### src/hdl/dtf_pkg.sv
// Shared types and constants for the double to IEEE 11073 FLOAT encoder.
// Used by dtf_ctrl, dtf_datapath and the top level; no dependencies.
package dtf_pkg;

  // Magnitude bit patterns of the limits (sign bit dropped)
  localparam logic [62:0] MANT_MAX_BITS = 63'h415F_FFFF_4000_0000; // 8388605.0
  localparam logic [62:0] ONE_BITS      = 63'h3FF0_0000_0000_0000; // 1.0
  localparam logic [10:0] EXP_ONES      = 11'h7FF;
  localparam logic [10:0] EXP_BIAS_INT  = 11'd1075;  // bias plus fraction width

  localparam logic [23:0] PRECISION     = 24'd10000000;

  // Fixed FLOAT codes
  localparam logic [31:0] CODE_NAN  = 32'h007F_FFFF;
  localparam logic [31:0] CODE_PINF = 32'h007F_FFFE;
  localparam logic [31:0] CODE_NINF = 32'h0080_0002;
  localparam logic [31:0] CODE_ZERO = 32'h0000_0000;

  localparam logic signed [7:0] EXPO_TOP = 8'sd127;
  localparam logic signed [7:0] EXPO_BOT = -8'sd128;

  // Step counts of the iterative units
  localparam int DIV_STEPS = 6;   // four series steps, quotient and remainder, one fix
  localparam int GAP_STEPS = 24;  // one bit of the precision constant per cycle

  typedef enum logic [1:0] {
    WS_NAN  = 2'd0,
    WS_INF  = 2'd1,
    WS_ZERO = 2'd2,
    WS_NUM  = 2'd3
  } word_sel_e;

  typedef struct packed {
    logic      load;        // take a new item
    logic      div_start;   // load dividend, clear counter
    logic      div_step;    // one step of the divide by ten
    logic      div_fin;     // round quotient, commit, exponent up
    logic      mul_prod;    // form magnitude times ten
    logic      mul_commit;  // round product, commit, exponent down
    logic      gap_start;   // round magnitude to integer, start precision multiply
    logic      gap_step;    // one shift-add step
    logic      gap_rnd;     // round scaled value, scale rounded integer
    logic      out_load;    // capture result word
    word_sel_e out_sel;
  } cmd_t;

  typedef struct packed {
    logic is_nan;
    logic is_inf;
    logic is_zero;
    logic gt_max;
    logic lt_one;
    logic expo_hi;
    logic expo_lo;
    logic cand_le_max;
    logic gap_big;
    logic div_last;
    logic gap_last;
  } status_t;

endpackage

### src/hdl/dtf_datapath.sv
// Datapath of the FLOAT encoder: magnitude and exponent registers, the
// divide-by-ten and multiply-by-ten units and the precision check. Uses dtf_pkg.
module dtf_datapath import dtf_pkg::*; (
  input  logic        clk_i,
  input  logic        rst_ni,
  input  cmd_t        cmd_i,
  input  logic [63:0] value_bits_i,
  output status_t     status_o,
  output logic [31:0] float_word_o
);

  logic [62:0]       mant_q;
  logic              pos_q;
  logic signed [7:0] expo_q;
  logic [5:0]        cnt_q;
  logic [58:0]       dvd_q;
  logic [58:0]       dq_q;
  logic [55:0]       quo_q;
  logic [4:0]        rem_q;
  logic [56:0]       prod_q;
  logic [10:0]       eeff_q;
  logic [76:0]       acc_q;
  logic [76:0]       mm_q;
  logic [23:0]       c_q;
  logic [23:0]       r_q;
  logic [53:0]       xm_q;
  logic [5:0]        n_q;
  logic [47:0]       r7_q;
  logic [31:0]       word_q;

  logic [10:0] fld;
  logic [51:0] frac;
  assign fld  = mant_q[62:52];
  assign frac = mant_q[51:0];

  // Divide by ten: series for 0.8 * D, then quotient D / 10 and remainder
  logic [58:0] dv_src;
  logic [58:0] dv_next;
  logic [58:0] dv_ten;
  logic [58:0] dv_rem;
  assign dv_src = {1'b1, frac, 6'd0};
  always_comb begin
    case (cnt_q)
      6'd0:    dv_next = dq_q + (dq_q >> 4);
      6'd1:    dv_next = dq_q + (dq_q >> 8);
      6'd2:    dv_next = dq_q + (dq_q >> 16);
      6'd3:    dv_next = dq_q + (dq_q >> 32);
      default: dv_next = dq_q;
    endcase
    dv_ten = {dq_q[58:3], 3'd0} + {2'd0, dq_q[58:3], 1'b0};
    dv_rem = dvd_q - dv_ten;
  end

  // Quotient rounding, nearest even
  logic        q55;
  logic [52:0] q_hi;
  logic        q_g, q_st;
  logic [53:0] q_rnd;
  logic [10:0] q_fld;
  logic [62:0] div_res;
  always_comb begin
    q55   = quo_q[55];
    q_hi  = q55 ? quo_q[55:3] : quo_q[54:2];
    q_g   = q55 ? quo_q[2] : quo_q[1];
    q_st  = q55 ? ((|quo_q[1:0]) | (|rem_q)) : (quo_q[0] | (|rem_q));
    q_rnd = {1'b0, q_hi} + 54'(q_g & (q_st | q_hi[0]));
    q_fld = fld - (q55 ? 11'd3 : 11'd4) + 11'(q_rnd[53]);
    div_res = {q_fld, (q_rnd[53] ? 52'd0 : q_rnd[51:0])};
  end

  // Times ten: operand and product
  logic [52:0] mul_m;
  logic [56:0] mul_p;
  assign mul_m = (fld == 11'd0) ? {1'b0, frac} : {1'b1, frac};
  assign mul_p = ({4'd0, mul_m} << 3) + ({4'd0, mul_m} << 1);

  // Product normalize and round, nearest even
  logic [2:0]  p_s;
  logic [56:0] p_shr;
  logic        p_g, p_st;
  logic [53:0] p_rnd;
  logic [62:0] cand;
  always_comb begin
    if (prod_q[56]) begin
      p_s = 3'd4;
    end else if (prod_q[55]) begin
      p_s = 3'd3;
    end else if (prod_q[54]) begin
      p_s = 3'd2;
    end else if (prod_q[53]) begin
      p_s = 3'd1;
    end else begin
      p_s = 3'd0;
    end
    case (p_s)
      3'd1: begin
        p_g = prod_q[0]; p_st = 1'b0;
      end
      3'd2: begin
        p_g = prod_q[1]; p_st = prod_q[0];
      end
      3'd3: begin
        p_g = prod_q[2]; p_st = |prod_q[1:0];
      end
      3'd4: begin
        p_g = prod_q[3]; p_st = |prod_q[2:0];
      end
      default: begin
        p_g = 1'b0; p_st = 1'b0;
      end
    endcase
    p_shr = prod_q >> p_s;
    p_rnd = {1'b0, p_shr[52:0]} + 54'(p_g & (p_st | p_shr[0]));
    if (p_rnd[53]) begin
      cand = {eeff_q + 11'(p_s) + 11'd1, 52'd0};
    end else if (p_rnd[52]) begin
      cand = {eeff_q + 11'(p_s), p_rnd[51:0]};
    end else begin
      cand = {11'd0, p_rnd[51:0]};
    end
  end

  // Magnitude rounded to integer, halves up
  logic [10:0] n2;
  logic [5:0]  n2s;
  logic [53:0] r_sum;
  logic [53:0] r_shr;
  always_comb begin
    n2    = EXP_BIAS_INT - fld;
    n2s   = n2[5:0];
    r_sum = {2'b01, frac} + (54'd1 << (n2s - 6'd1));
    r_shr = r_sum >> n2s;
  end

  // Scaled product rounding to a double
  logic [52:0] x_hi;
  logic        x_g, x_st;
  logic [53:0] x_rnd;
  logic [10:0] x_n;
  always_comb begin
    x_hi  = acc_q[76] ? acc_q[76:24] : acc_q[75:23];
    x_g   = acc_q[76] ? acc_q[23] : acc_q[22];
    x_st  = acc_q[76] ? (|acc_q[22:0]) : (|acc_q[21:0]);
    x_rnd = {1'b0, x_hi} + 54'(x_g & (x_st | x_hi[0]));
    x_n   = (acc_q[76] ? 11'd1051 : 11'd1052) - fld;
  end

  // Scaled value rounded to integer, halves up
  logic [53:0] s_sum;
  logic [53:0] s_int;
  assign s_sum = xm_q + (54'd1 << (n_q - 6'd1));
  assign s_int = s_sum >> n_q;

  // Control registers
  always_ff @(posedge clk_i or negedge rst_ni) begin
    if (!rst_ni) begin
      cnt_q <= '0;
    end else if (cmd_i.div_start || cmd_i.gap_start) begin
      cnt_q <= '0;
    end else if (cmd_i.div_step || cmd_i.gap_step) begin
      cnt_q <= cnt_q + 6'd1;
    end
  end

  // Hold magnitude and exponent; load on a new item, update on commit
  always_ff @(posedge clk_i) begin
    if (cmd_i.load) begin
      mant_q <= value_bits_i[62:0];
      pos_q  <= !value_bits_i[63] && (value_bits_i[62:0] != 63'd0);
      expo_q <= '0;
    end else if (cmd_i.div_fin) begin
      mant_q <= div_res;
      expo_q <= expo_q + 8'sd1;
    end else if (cmd_i.mul_commit) begin
      mant_q <= cand;
      expo_q <= expo_q - 8'sd1;
    end
  end

  // Advance divide by ten: series, then quotient and remainder, then fix by one
  always_ff @(posedge clk_i) begin
    if (cmd_i.div_start) begin
      dvd_q <= dv_src;
      dq_q  <= {1'b0, dv_src[58:1]} + {2'd0, dv_src[58:2]};
      quo_q <= '0;
      rem_q <= '0;
    end else if (cmd_i.div_step) begin
      dq_q <= dv_next;
      if (cnt_q == 6'd4) begin
        quo_q <= dq_q[58:3];
        rem_q <= dv_rem[4:0];
      end else if (cnt_q == 6'd5 && rem_q >= 5'd10) begin
        quo_q <= quo_q + 56'd1;
        rem_q <= rem_q - 5'd10;
      end
    end
  end

  // Capture product for the times-ten step
  always_ff @(posedge clk_i) begin
    if (cmd_i.mul_prod) begin
      prod_q <= mul_p;
      eeff_q <= (fld == 11'd0) ? 11'd1 : fld;
    end
  end

  // Precision check: shift-add multiply, then round both sides
  always_ff @(posedge clk_i) begin
    if (cmd_i.gap_start) begin
      acc_q <= '0;
      mm_q  <= {24'd0, 1'b1, frac};
      c_q   <= PRECISION;
      r_q   <= r_shr[23:0];
    end else if (cmd_i.gap_step) begin
      if (c_q[0]) begin
        acc_q <= acc_q + mm_q;
      end
      mm_q <= {mm_q[75:0], 1'b0};
      c_q  <= {1'b0, c_q[23:1]};
    end
    if (cmd_i.gap_rnd) begin
      xm_q <= x_rnd;
      n_q  <= x_n[5:0];
      r7_q <= {24'd0, r_q} * {24'd0, PRECISION};
    end
  end

  // Capture result word
  always_ff @(posedge clk_i) begin
    if (cmd_i.out_load) begin
      case (cmd_i.out_sel)
        WS_NAN:  word_q <= CODE_NAN;
        WS_INF:  word_q <= pos_q ? CODE_PINF : CODE_NINF;
        WS_ZERO: word_q <= CODE_ZERO;
        default: word_q <= {expo_q, (pos_q ? r_q : (24'd0 - r_q))};
      endcase
    end
  end

  assign float_word_o = word_q;

  // Status toward the controller
  always_comb begin
    status_o.is_nan      = (fld == EXP_ONES) && (frac != 52'd0);
    status_o.is_inf      = (fld == EXP_ONES) && (frac == 52'd0);
    status_o.is_zero     = (mant_q == 63'd0);
    status_o.gt_max      = (mant_q > MANT_MAX_BITS);
    status_o.lt_one      = (mant_q < ONE_BITS);
    status_o.expo_hi     = (expo_q == EXPO_TOP);
    status_o.expo_lo     = (expo_q == EXPO_BOT);
    status_o.cand_le_max = (cand <= MANT_MAX_BITS);
    status_o.gap_big     = (s_int != {6'd0, r7_q});
    status_o.div_last    = (cnt_q == 6'(DIV_STEPS - 1));
    status_o.gap_last    = (cnt_q == 6'(GAP_STEPS - 1));
  end

endmodule

### src/hdl/dtf_ctrl.sv
// Sequencer of the FLOAT encoder: walks the scale loops and drives the
// datapath by commands. Uses dtf_pkg.
module dtf_ctrl import dtf_pkg::*; (
  input  logic    clk_i,
  input  logic    rst_ni,
  input  logic    in_valid_i,
  output logic    in_ready_o,
  output logic    out_valid_o,
  input  logic    out_ready_i,
  input  status_t status_i,
  output cmd_t    cmd_o
);

  typedef enum logic [10:0] {
    ST_IDLE  = 11'b000_0000_0001,
    ST_CHK   = 11'b000_0000_0010,
    ST_DIV   = 11'b000_0000_0100,
    ST_DIVR  = 11'b000_0000_1000,
    ST_MULAR = 11'b000_0001_0000,
    ST_GAPM  = 11'b000_0010_0000,
    ST_GAPR  = 11'b000_0100_0000,
    ST_GAPC  = 11'b000_1000_0000,
    ST_MULGR = 11'b001_0000_0000,
    ST_OUT   = 11'b010_0000_0000,
    ST_SPARE = 11'b100_0000_0000
  } state_e;

  state_e state_q, state_d;

  // Next state and commands
  always_comb begin
    state_d = state_q;
    cmd_o   = '0;
    cmd_o.out_sel = WS_NUM;
    case (state_q)
      ST_IDLE: begin
        if (in_valid_i) begin
          cmd_o.load = 1'b1;
          state_d = ST_CHK;
        end
      end
      ST_CHK: begin
        if (status_i.is_nan) begin
          cmd_o.out_load = 1'b1;
          cmd_o.out_sel  = WS_NAN;
          state_d = ST_OUT;
        end else if (status_i.is_inf) begin
          cmd_o.out_load = 1'b1;
          cmd_o.out_sel  = WS_INF;
          state_d = ST_OUT;
        end else if (status_i.is_zero) begin
          cmd_o.out_load = 1'b1;
          cmd_o.out_sel  = WS_ZERO;
          state_d = ST_OUT;
        end else if (status_i.gt_max) begin
          cmd_o.div_start = 1'b1;
          state_d = ST_DIV;
        end else if (status_i.lt_one) begin
          cmd_o.mul_prod = 1'b1;
          state_d = ST_MULAR;
        end else begin
          cmd_o.gap_start = 1'b1;
          state_d = ST_GAPM;
        end
      end
      ST_DIV: begin
        cmd_o.div_step = 1'b1;
        if (status_i.div_last) begin
          state_d = ST_DIVR;
        end
      end
      ST_DIVR: begin
        if (status_i.expo_hi) begin
          cmd_o.out_load = 1'b1;
          cmd_o.out_sel  = WS_INF;
          state_d = ST_OUT;
        end else begin
          cmd_o.div_fin = 1'b1;
          state_d = ST_CHK;
        end
      end
      ST_MULAR: begin
        if (status_i.expo_lo) begin
          cmd_o.out_load = 1'b1;
          cmd_o.out_sel  = WS_ZERO;
          state_d = ST_OUT;
        end else begin
          cmd_o.mul_commit = 1'b1;
          state_d = ST_CHK;
        end
      end
      ST_GAPM: begin
        cmd_o.gap_step = 1'b1;
        if (status_i.gap_last) begin
          state_d = ST_GAPR;
        end
      end
      ST_GAPR: begin
        cmd_o.gap_rnd = 1'b1;
        state_d = ST_GAPC;
      end
      ST_GAPC: begin
        if (status_i.gap_big && !status_i.expo_lo) begin
          cmd_o.mul_prod = 1'b1;
          state_d = ST_MULGR;
        end else begin
          cmd_o.out_load = 1'b1;
          state_d = ST_OUT;
        end
      end
      ST_MULGR: begin
        if (status_i.cand_le_max) begin
          cmd_o.mul_commit = 1'b1;
          state_d = ST_CHK;
        end else begin
          cmd_o.out_load = 1'b1;
          state_d = ST_OUT;
        end
      end
      ST_OUT: begin
        if (out_ready_i) begin
          state_d = ST_IDLE;
        end
      end
      default: begin
        state_d = ST_IDLE;
      end
    endcase
  end

  always_ff @(posedge clk_i or negedge rst_ni) begin
    if (!rst_ni) begin
      state_q <= ST_IDLE;
    end else begin
      state_q <= state_d;
    end
  end

  assign in_ready_o  = (state_q == ST_IDLE);
  assign out_valid_o = (state_q == ST_OUT);

  // Checks
  a_onehot: assert property (@(posedge clk_i) disable iff (!rst_ni) $onehot(state_q))
    else $error("state register not one-hot");
  a_accept_chk: assert property (@(posedge clk_i) disable iff (!rst_ni)
    (in_valid_i && in_ready_o) |=> (state_q == ST_CHK))
    else $error("accepted item did not start classification");
  a_out_hold: assert property (@(posedge clk_i) disable iff (!rst_ni)
    (out_valid_o && !out_ready_i) |=> (out_valid_o && !in_ready_o))
    else $error("stalled result dropped");

endmodule

### src/hdl/double_to_ieee11073_float_unit.sv
// Top level of the double to IEEE 11073 32-bit FLOAT encoder.
// NaN, infinity and zero are coded straight from the classification; other
// values loop through divides by ten, multiplies by ten and precision checks,
// and for the largest inputs the chain of divides sets the run time.
// One item at a time: the next is taken once the result has been taken.
// Reset (rst_ni low, asynchronous) returns the sequencer to idle, no result.
module double_to_ieee11073_float_unit import dtf_pkg::*; (
  input  logic        clk_i,
  input  logic        rst_ni,
  input  logic        s_axis_tvalid,
  output logic        s_axis_tready,
  input  logic [63:0] s_axis_tdata,   // [63:0] value_bits
  output logic        m_axis_tvalid,
  input  logic        m_axis_tready,
  output logic [31:0] m_axis_tdata    // [31:0] float_word
);

  cmd_t    cmd;
  status_t status;

  dtf_ctrl u_ctrl (
    .clk_i       (clk_i),
    .rst_ni      (rst_ni),
    .in_valid_i  (s_axis_tvalid),
    .in_ready_o  (s_axis_tready),
    .out_valid_o (m_axis_tvalid),
    .out_ready_i (m_axis_tready),
    .status_i    (status),
    .cmd_o       (cmd)
  );

  dtf_datapath u_datapath (
    .clk_i        (clk_i),
    .rst_ni       (rst_ni),
    .cmd_i        (cmd),
    .value_bits_i (s_axis_tdata),
    .status_o     (status),
    .float_word_o (m_axis_tdata)
  );

endmodule
### config.mk
export PLATFORM = sky130hd
export DESIGN_NAME = double_to_ieee11073_float_unit
export DESIGN_NICKNAME = d
export VERILOG_FILES = /design/src/hdl/dtf_pkg.sv /design/src/hdl/dtf_datapath.sv /design/src/hdl/dtf_ctrl.sv /design/src/hdl/double_to_ieee11073_float_unit.sv
export SDC_FILE = /design/constraint.sdc
export NUM_CORES = 2
export LEC_CHECK = 0
export BUFFER_PORTS_ARGS = -buffer_cell sky130_fd_sc_hd__buf_2
export CAP_MARGIN = 40
export CELL_PAD_IN_SITES_DETAIL_PLACEMENT = 0
export CELL_PAD_IN_SITES_GLOBAL_PLACEMENT = 1
export CORE_MARGIN = 2
export CORE_UTILIZATION = 30
export CTS_BUF_LIST = sky130_fd_sc_hd__clkbuf_8
export DETAILED_ROUTE_END_ITERATION = 10
export PLACE_DENSITY = 0.63
export SETUP_SLACK_MARGIN = 0.5
export SYNTH_ARGS = -nofsm -noshare
export SYNTH_HDL_FRONTEND = slang
export SYNTH_SLANG_ARGS = --single-unit
### constraint.sdc
create_clock -name clk_i -period 12.8 [get_ports clk_i]
set_clock_uncertainty 0.2 [all_clocks]
set_input_delay 2.56 -clock clk_i [delete_from_list [all_inputs] [get_ports clk_i]]
set_output_delay 2.56 -clock clk_i [all_outputs]
set_load 0.05 [all_outputs]
* After elaboration in Yosys (flattened, before gate mapping)
Cells that the tools add are included.
Storage, ports and cells: register bits after elaboration 612, bits in latches 0, RAM bits 0, bits in read-only memories 0, input bits 68, memories 0
Cells by class: add/subtract/negate cells 28, multiply operators 1, div/mod/pow operators 0, order comparisons 4, eq/ne operators 30, shifts and indexed selects 5, mux-type cells 88, bitwise gates (word level) 8, reduce and logical (&&, ||, !) cells 33
Operators with widths (number):
- 63-bit 2-to-1 mux | 5
- 59-bit one-hot mux with 4 select lines | 1
- 53-bit by 54-bit adder with 54-bit output | 4
- 1-bit by 54-bit AND with 54-bit output | 3
- 53-bit 2-to-1 mux | 3
- 52-bit 2-to-1 mux | 3
- 59-bit 2-to-1 mux | 2
- 56-bit 2-to-1 mux | 2
- 11-bit one-hot mux with 10 select lines | 1
- 1-bit by 6-bit << shifter with 54-bit output, first input constant | 2
- 32-bit one-hot mux with 3 select lines | 1
- 77-bit adder | 1
- 11-bit 2-to-1 mux | 7
- 63-bit greater-than comparator, second input constant | 1
- 63-bit less-or-equal comparator, second input constant | 1
- 63-bit zero test | 1
- 63-bit by 62-bit less-than comparator with 1-bit output, second input constant | 1
- 63-bit nonzero test | 1
- 58-bit by 57-bit adder with 59-bit output | 1
- 59-bit by 27-bit adder with 59-bit output | 1
- 59-bit by 43-bit adder with 59-bit output | 1
- 59-bit by 51-bit adder with 59-bit output | 1
- 59-bit by 55-bit adder with 59-bit output | 1
- 56-bit by 54-bit adder with 57-bit output | 1
- 76 further kinds | 151

* Depth between registers and ports, before layout
depth in word-level cells 17, gate-level depth with buffers 35

* Cells and area by module
From an unflattened synthesis, not the netlist that was laid out.
Second synthesis, totals: cell total of the unflattened synthesis 8713, area total of the unflattened synthesis 69550.5 um^2
By module, submodules not included:
- dtf_datapath | times used 1, cells each 8614, area each 68747.2 um^2, sequential area each 16015.4 um^2
- dtf_ctrl | times used 1, cells each 99, area each 803.3 um^2, sequential area each 251.5 um^2

* Least setup slack after synthesis
No wires, ideal clock.
kind register to register, start reg u_datapath.n_q[1], end reg u_datapath.eeff_q[0], enable pin, setup time 0.516 ns, arrival time 9.184 ns, data required time 12.084 ns, setup slack 2.901 ns, cell stages (with the launch flop) 28, buffers on the path 4, period minus slack after synthesis 9.899 ns, cell sequence edfxtp_1 -> inv_2 -> clkbuf_1 -> clkbuf_1 -> nand2_1 -> clkbuf_1 -> buf_1 -> nor2_1 -> nor3_1 -> and3_1 -> ha_1 -> nor2b_1 -> o31a_1 -> o31a_1 -> o2111ai_2 -> a21oi_1 -> or3_1 -> o21a_1 -> xnor2_1 -> a221o_1 -> a222oi_1 -> mux2i_1 -> or3_1 -> nand4_1 -> nor4_1 -> nand4_1 -> o31ai_1 -> o22ai_1
RTL lines:
- from (decl) | line dtf_datapath.sv:27 | logic [5:0] n_q;
- from (signal assigned) | line dtf_datapath.sv:223 | n_q <= x_n[5:0];
- to (signal assigned) | line dtf_datapath.sv:203 | eeff_q <= (fld == 11'd0) ? 11'd1 : fld;
- to (decl) | line dtf_datapath.sv:21 | logic [10:0] eeff_q;

==> results.cfg <==
[hold_path]
hp-class = register to register

[clock_tree]
cts-hold-fix-buffers = 0
clock_insertion_delay_worst_skew_ns = 0.91
clockRootBuffer = sky130_fd_sc_hd__clkbuf_8
clkSlewWorstSetupHoldPaths_ns = 0.06
tritoncts = done
post_cts.resized_instances = 0
cts_sinks = 609
cts-root-to-sink-buffers = 3
cts_htree_levels = 3
number_of_post_cts_setup_repair_buffers = 0
clock_buffer_count_from_cts = 117

[critical_path]
worstSetupPathType = register to register
critPathCaptureType = register
critical_path.startpoint_type = register
cp.required_ns = 13.20
arrival_time_at_the_worst_endpoint_ns = 10.23
timing.critical_path.fanout_max = 34

[detailed_routing]
drt_first_pass_iters = 9
routedWlPerCell_um = 24.3
post_route_drc = 0
drt_wl_total_mm = 292
drtIter0Drc = 6762
via_count = 68900
postRouteAntennaNets = 0
vias_cell = 5.74

[power]
power.share.switching = 0.510
portion_of_total_power_attributed_to_the_clock_network = 0.115
sequentialPowerShare = 0.205
internal_power_w = 0.00878
comb_power_share = 0.680
power_density_mw_per_mm2 = 234
finalPower_w = 0.0179
ir_drop_uv = 307
power_switching_w = 0.00913
power.static_leakage_nw = 31.4

[global_routing]
grt_antenna_before_repair = 10
grt_resource_usage_total = 0.236
grt_overflow = 0
via_count_of_the_first_global_routing_pass = 65500
grt_pass1_wl_mm = 430
pin_count_of_the_biggest_net_entering_global_routing = 88

[outcome]
status = completed

[synth]
synth_seq_cells = 609
yosys_warnings = 0
synthFlopType = sky130_fd_sc_hd__edfxtp_1
syn_area_per_cell_um2 = 7.89
synth_sequential_area_ratio = 0.232
synth.net_count = 9760
synthesis.area_mm2 = 0.0702
synth_cell_type_count = 131
synth_edf_count = 399
syn-instance-count = 8903
postSynth.asyncResetShare = 0.0263

[timing]
report.final.slew_viol_count = 0
timing_worst_slew_pin_value_ns = 0.983
grt_setup_unrepaired = no
timing.final.crit_period_ns = 9.83
totalNegativeSetupSlack_ns = 0
max_clock_freq_ghz = 0.102
relative_slew_margins = 0.338
timing.final.crit_share = 0.768
finalSetupViolCount = 0
final-hold-violation-count = 0

[finish]
areaGrowthSynthToFinish_pct = 8.78
final_util = 0.328
layout.cells.most_common = sky130_fd_sc_hd__nand2_1
nets = 9629
final.fill_count = 24800
final_cell_mix = 974 x sky130_fd_sc_hd__nand2_1, 794 x sky130_fd_sc_hd__nor2_1, 783 x sky130_fd_sc_hd__a21oi_1
area.sequential_mm2 = 0.0163
layout-drive-gt1-share = 0.0716
multiInputGateArea_mm2 = 0.0501

[die]
coreArea_mm2 = 0.233
die_area_mm2 = 0.238
floorplan.die.height_um = 488
dieWidth_um = 488
core.rowCount = 177
num_io_pins = 102
initial_utilization = 0.302

[place]
detailedPlacementHpwl_mm = 224
quantity_of_i_o_buffers_inserted_on_ports = 101
place_congestion = 0.948

[job]
max-cap-violations = 0
-- final timing paths --
path	startpoint	to	slack (ns)	cells past startpoint
setup / recovery	u_datapath.n_q[0]	u_datapath.prod_q[46]	2.97	27
hold / removal	u_datapath.c_q[6]	u_datapath.c_q[6]	0.25	2
setup reg to reg	u_datapath.n_q[0]	u_datapath.prod_q[46]	2.97	27
hold reg to reg	u_datapath.c_q[6]	u_datapath.c_q[6]	0.25	2
max in group asynchronous	rst_ni	u_ctrl.state_q[0]	10.66	1
min in group asynchronous	rst_ni	u_datapath.cnt_q[4]	1.41	1
-- critical path, stage by stage (launching register included) --
cell and delay [ns]:
sky130_fd_sc_hd__edfxtp_1 0.57, sky130_fd_sc_hd__inv_2 0.50, sky130_fd_sc_hd__buf_4 0.48, sky130_fd_sc_hd__nor2_1 0.12, sky130_fd_sc_hd__buf_4 0.22, sky130_fd_sc_hd__nand2_1 0.40, sky130_fd_sc_hd__nor2_1 0.11, sky130_fd_sc_hd__ha_1 0.57
sky130_fd_sc_hd__and4_1 0.41, sky130_fd_sc_hd__nand2_1 0.13, sky130_fd_sc_hd__or4_1 0.56, sky130_fd_sc_hd__a211oi_2 0.50, sky130_fd_sc_hd__o31ai_1 0.19, sky130_fd_sc_hd__and3_4 0.25, sky130_fd_sc_hd__xnor2_2 0.22, sky130_fd_sc_hd__o21ai_1 0.15
sky130_fd_sc_hd__a221o_1 0.56, sky130_fd_sc_hd__a222oi_1 0.75, sky130_fd_sc_hd__mux2i_1 0.26, sky130_fd_sc_hd__a22oi_1 0.20, sky130_fd_sc_hd__nand4_1 0.11, sky130_fd_sc_hd__nor4_1 0.45, sky130_fd_sc_hd__nand4_1 0.31, sky130_fd_sc_hd__o31ai_1 0.34
sky130_fd_sc_hd__buf_2 0.24, sky130_fd_sc_hd__o22ai_4 0.10, sky130_fd_sc_hd__buf_4 0.32, sky130_fd_sc_hd__buf_12 0.25
-- sequential cells by signal, indices dropped and copies added, names as in the netlist --
register,count
u_datapath.n_q,6
u_datapath.rem_q,4
u_datapath.cnt_q,6
u_datapath.float_word_o,32
u_datapath.prod_q,56
u_datapath.pos_q,1
u_datapath.c_q,24
u_ctrl.state_q,10
u_datapath.dq_q,59
u_datapath.xm_q,54
u_datapath.r_q,24
u_datapath.r7_q,41
u_datapath.eeff_q,11
u_datapath.mant_q,63
u_datapath.mm_q,77
u_datapath.acc_q,77
u_datapath.quo_q,56
u_datapath.expo_q,8
-- cell usage after synthesis, drive strengths merged (65+ instances only) --
master | n | area share
a211oi | 144 | 0.016
a21o | 212 | 0.023
a21oi | 786 | 0.056
a31oi | 76 | 0.0068
and2 | 84 | 0.0075
and3 | 108 | 0.0097
buf | 119 | 0.0090
clkbuf | 381 | 0.020
dfxtp | 194 | 0.055
edfxtp | 399 | 0.17
fa | 126 | 0.036
ha | 663 | 0.12
inv | 515 | 0.028
mux2i | 161 | 0.023
nand2 | 981 | 0.052
nand2b | 93 | 0.0083
nand3 | 203 | 0.014
nand4 | 112 | 0.010
nor2 | 799 | 0.043
nor2b | 94 | 0.0084
nor3 | 251 | 0.018
nor4 | 95 | 0.0092
o21a | 83 | 0.0089
o21ai | 575 | 0.041
o22ai | 65 | 0.0058
xnor2 | 332 | 0.042
xor2 | 171 | 0.021
-- area by class of cell --
cell class | count | share of cell area
repair buffers | 250 | 0.0236
clock buffers | 124 | 0.0223
multi-input cells | 7276 | 0.656
inverters | 518 | 0.0254
flip-flops and latches | 609 | 0.213
well taps | 3132 | 0.0513
diodes | 4 | 0.000131
clock inverters | 93 | 0.00860
-- layer usage --
layer	vias to the layer above	routed length (um)	track usage
met3	477	17000	0.0286
met2	2308	131000	0.380
met1	33600	130000	0.319
met4	0	13300	0.0977
li1	32500	-	-
met5	-	0	0
-- cells by family (layout without fill, tap and decap cells) --
| kind of cell | after synthesis | count (layout) | synth area share |
|---|---|---|---|
| buffers and inverters | 1018 | 985 | 0.0572 |
| XOR/XNOR | 503 | 503 | 0.0628 |
| AO/OA/AOI/OAI | 2678 | 2678 | 0.249 |
| flip-flops | 609 | 609 | 0.232 |
| AND/OR/NAND/NOR | 3076 | 3076 | 0.209 |
| multiplexers | 230 | 230 | 0.0361 |
| adder cells (fa/ha/maj) | 789 | 789 | 0.154 |
| other | 0 | 4 | 0 |
-- power groups by stage --
| stage | Clock [W] | Sequential, W | Combinational [W] |
|---|---|---|---|
| global placement | 0 | 0.00368 | 0.0119 |
| global route | 0.00220 | 0.00367 | 0.0135 |
| detailed placement | 0 | 0.00367 | 0.0120 |
| finish | 0.00206 | 0.00367 | 0.0122 |
| CTS | 0.00213 | 0.00364 | 0.0122 |
| floorplan | 0 | 0.00334 | 0.00867 |
-- stage by stage --
step | setup slack (ns) | hold slack, ns | instances | cell area [um^2]
after floorplan | 2.90 | 0.226 | 8903 | 70200
after global placement | 2.85 | 0.234 | 11800 | 73700
after detailed placement | 3.16 | 0.241 | 11800 | 74000
after CTS | 3.11 | 0.250 | 12000 | 76400
after global routing | 2.44 | 0.270 | 12000 | 76400
final | 2.97 | 0.249 | 12000 | 76400
(Power assumes the default switching activity.)
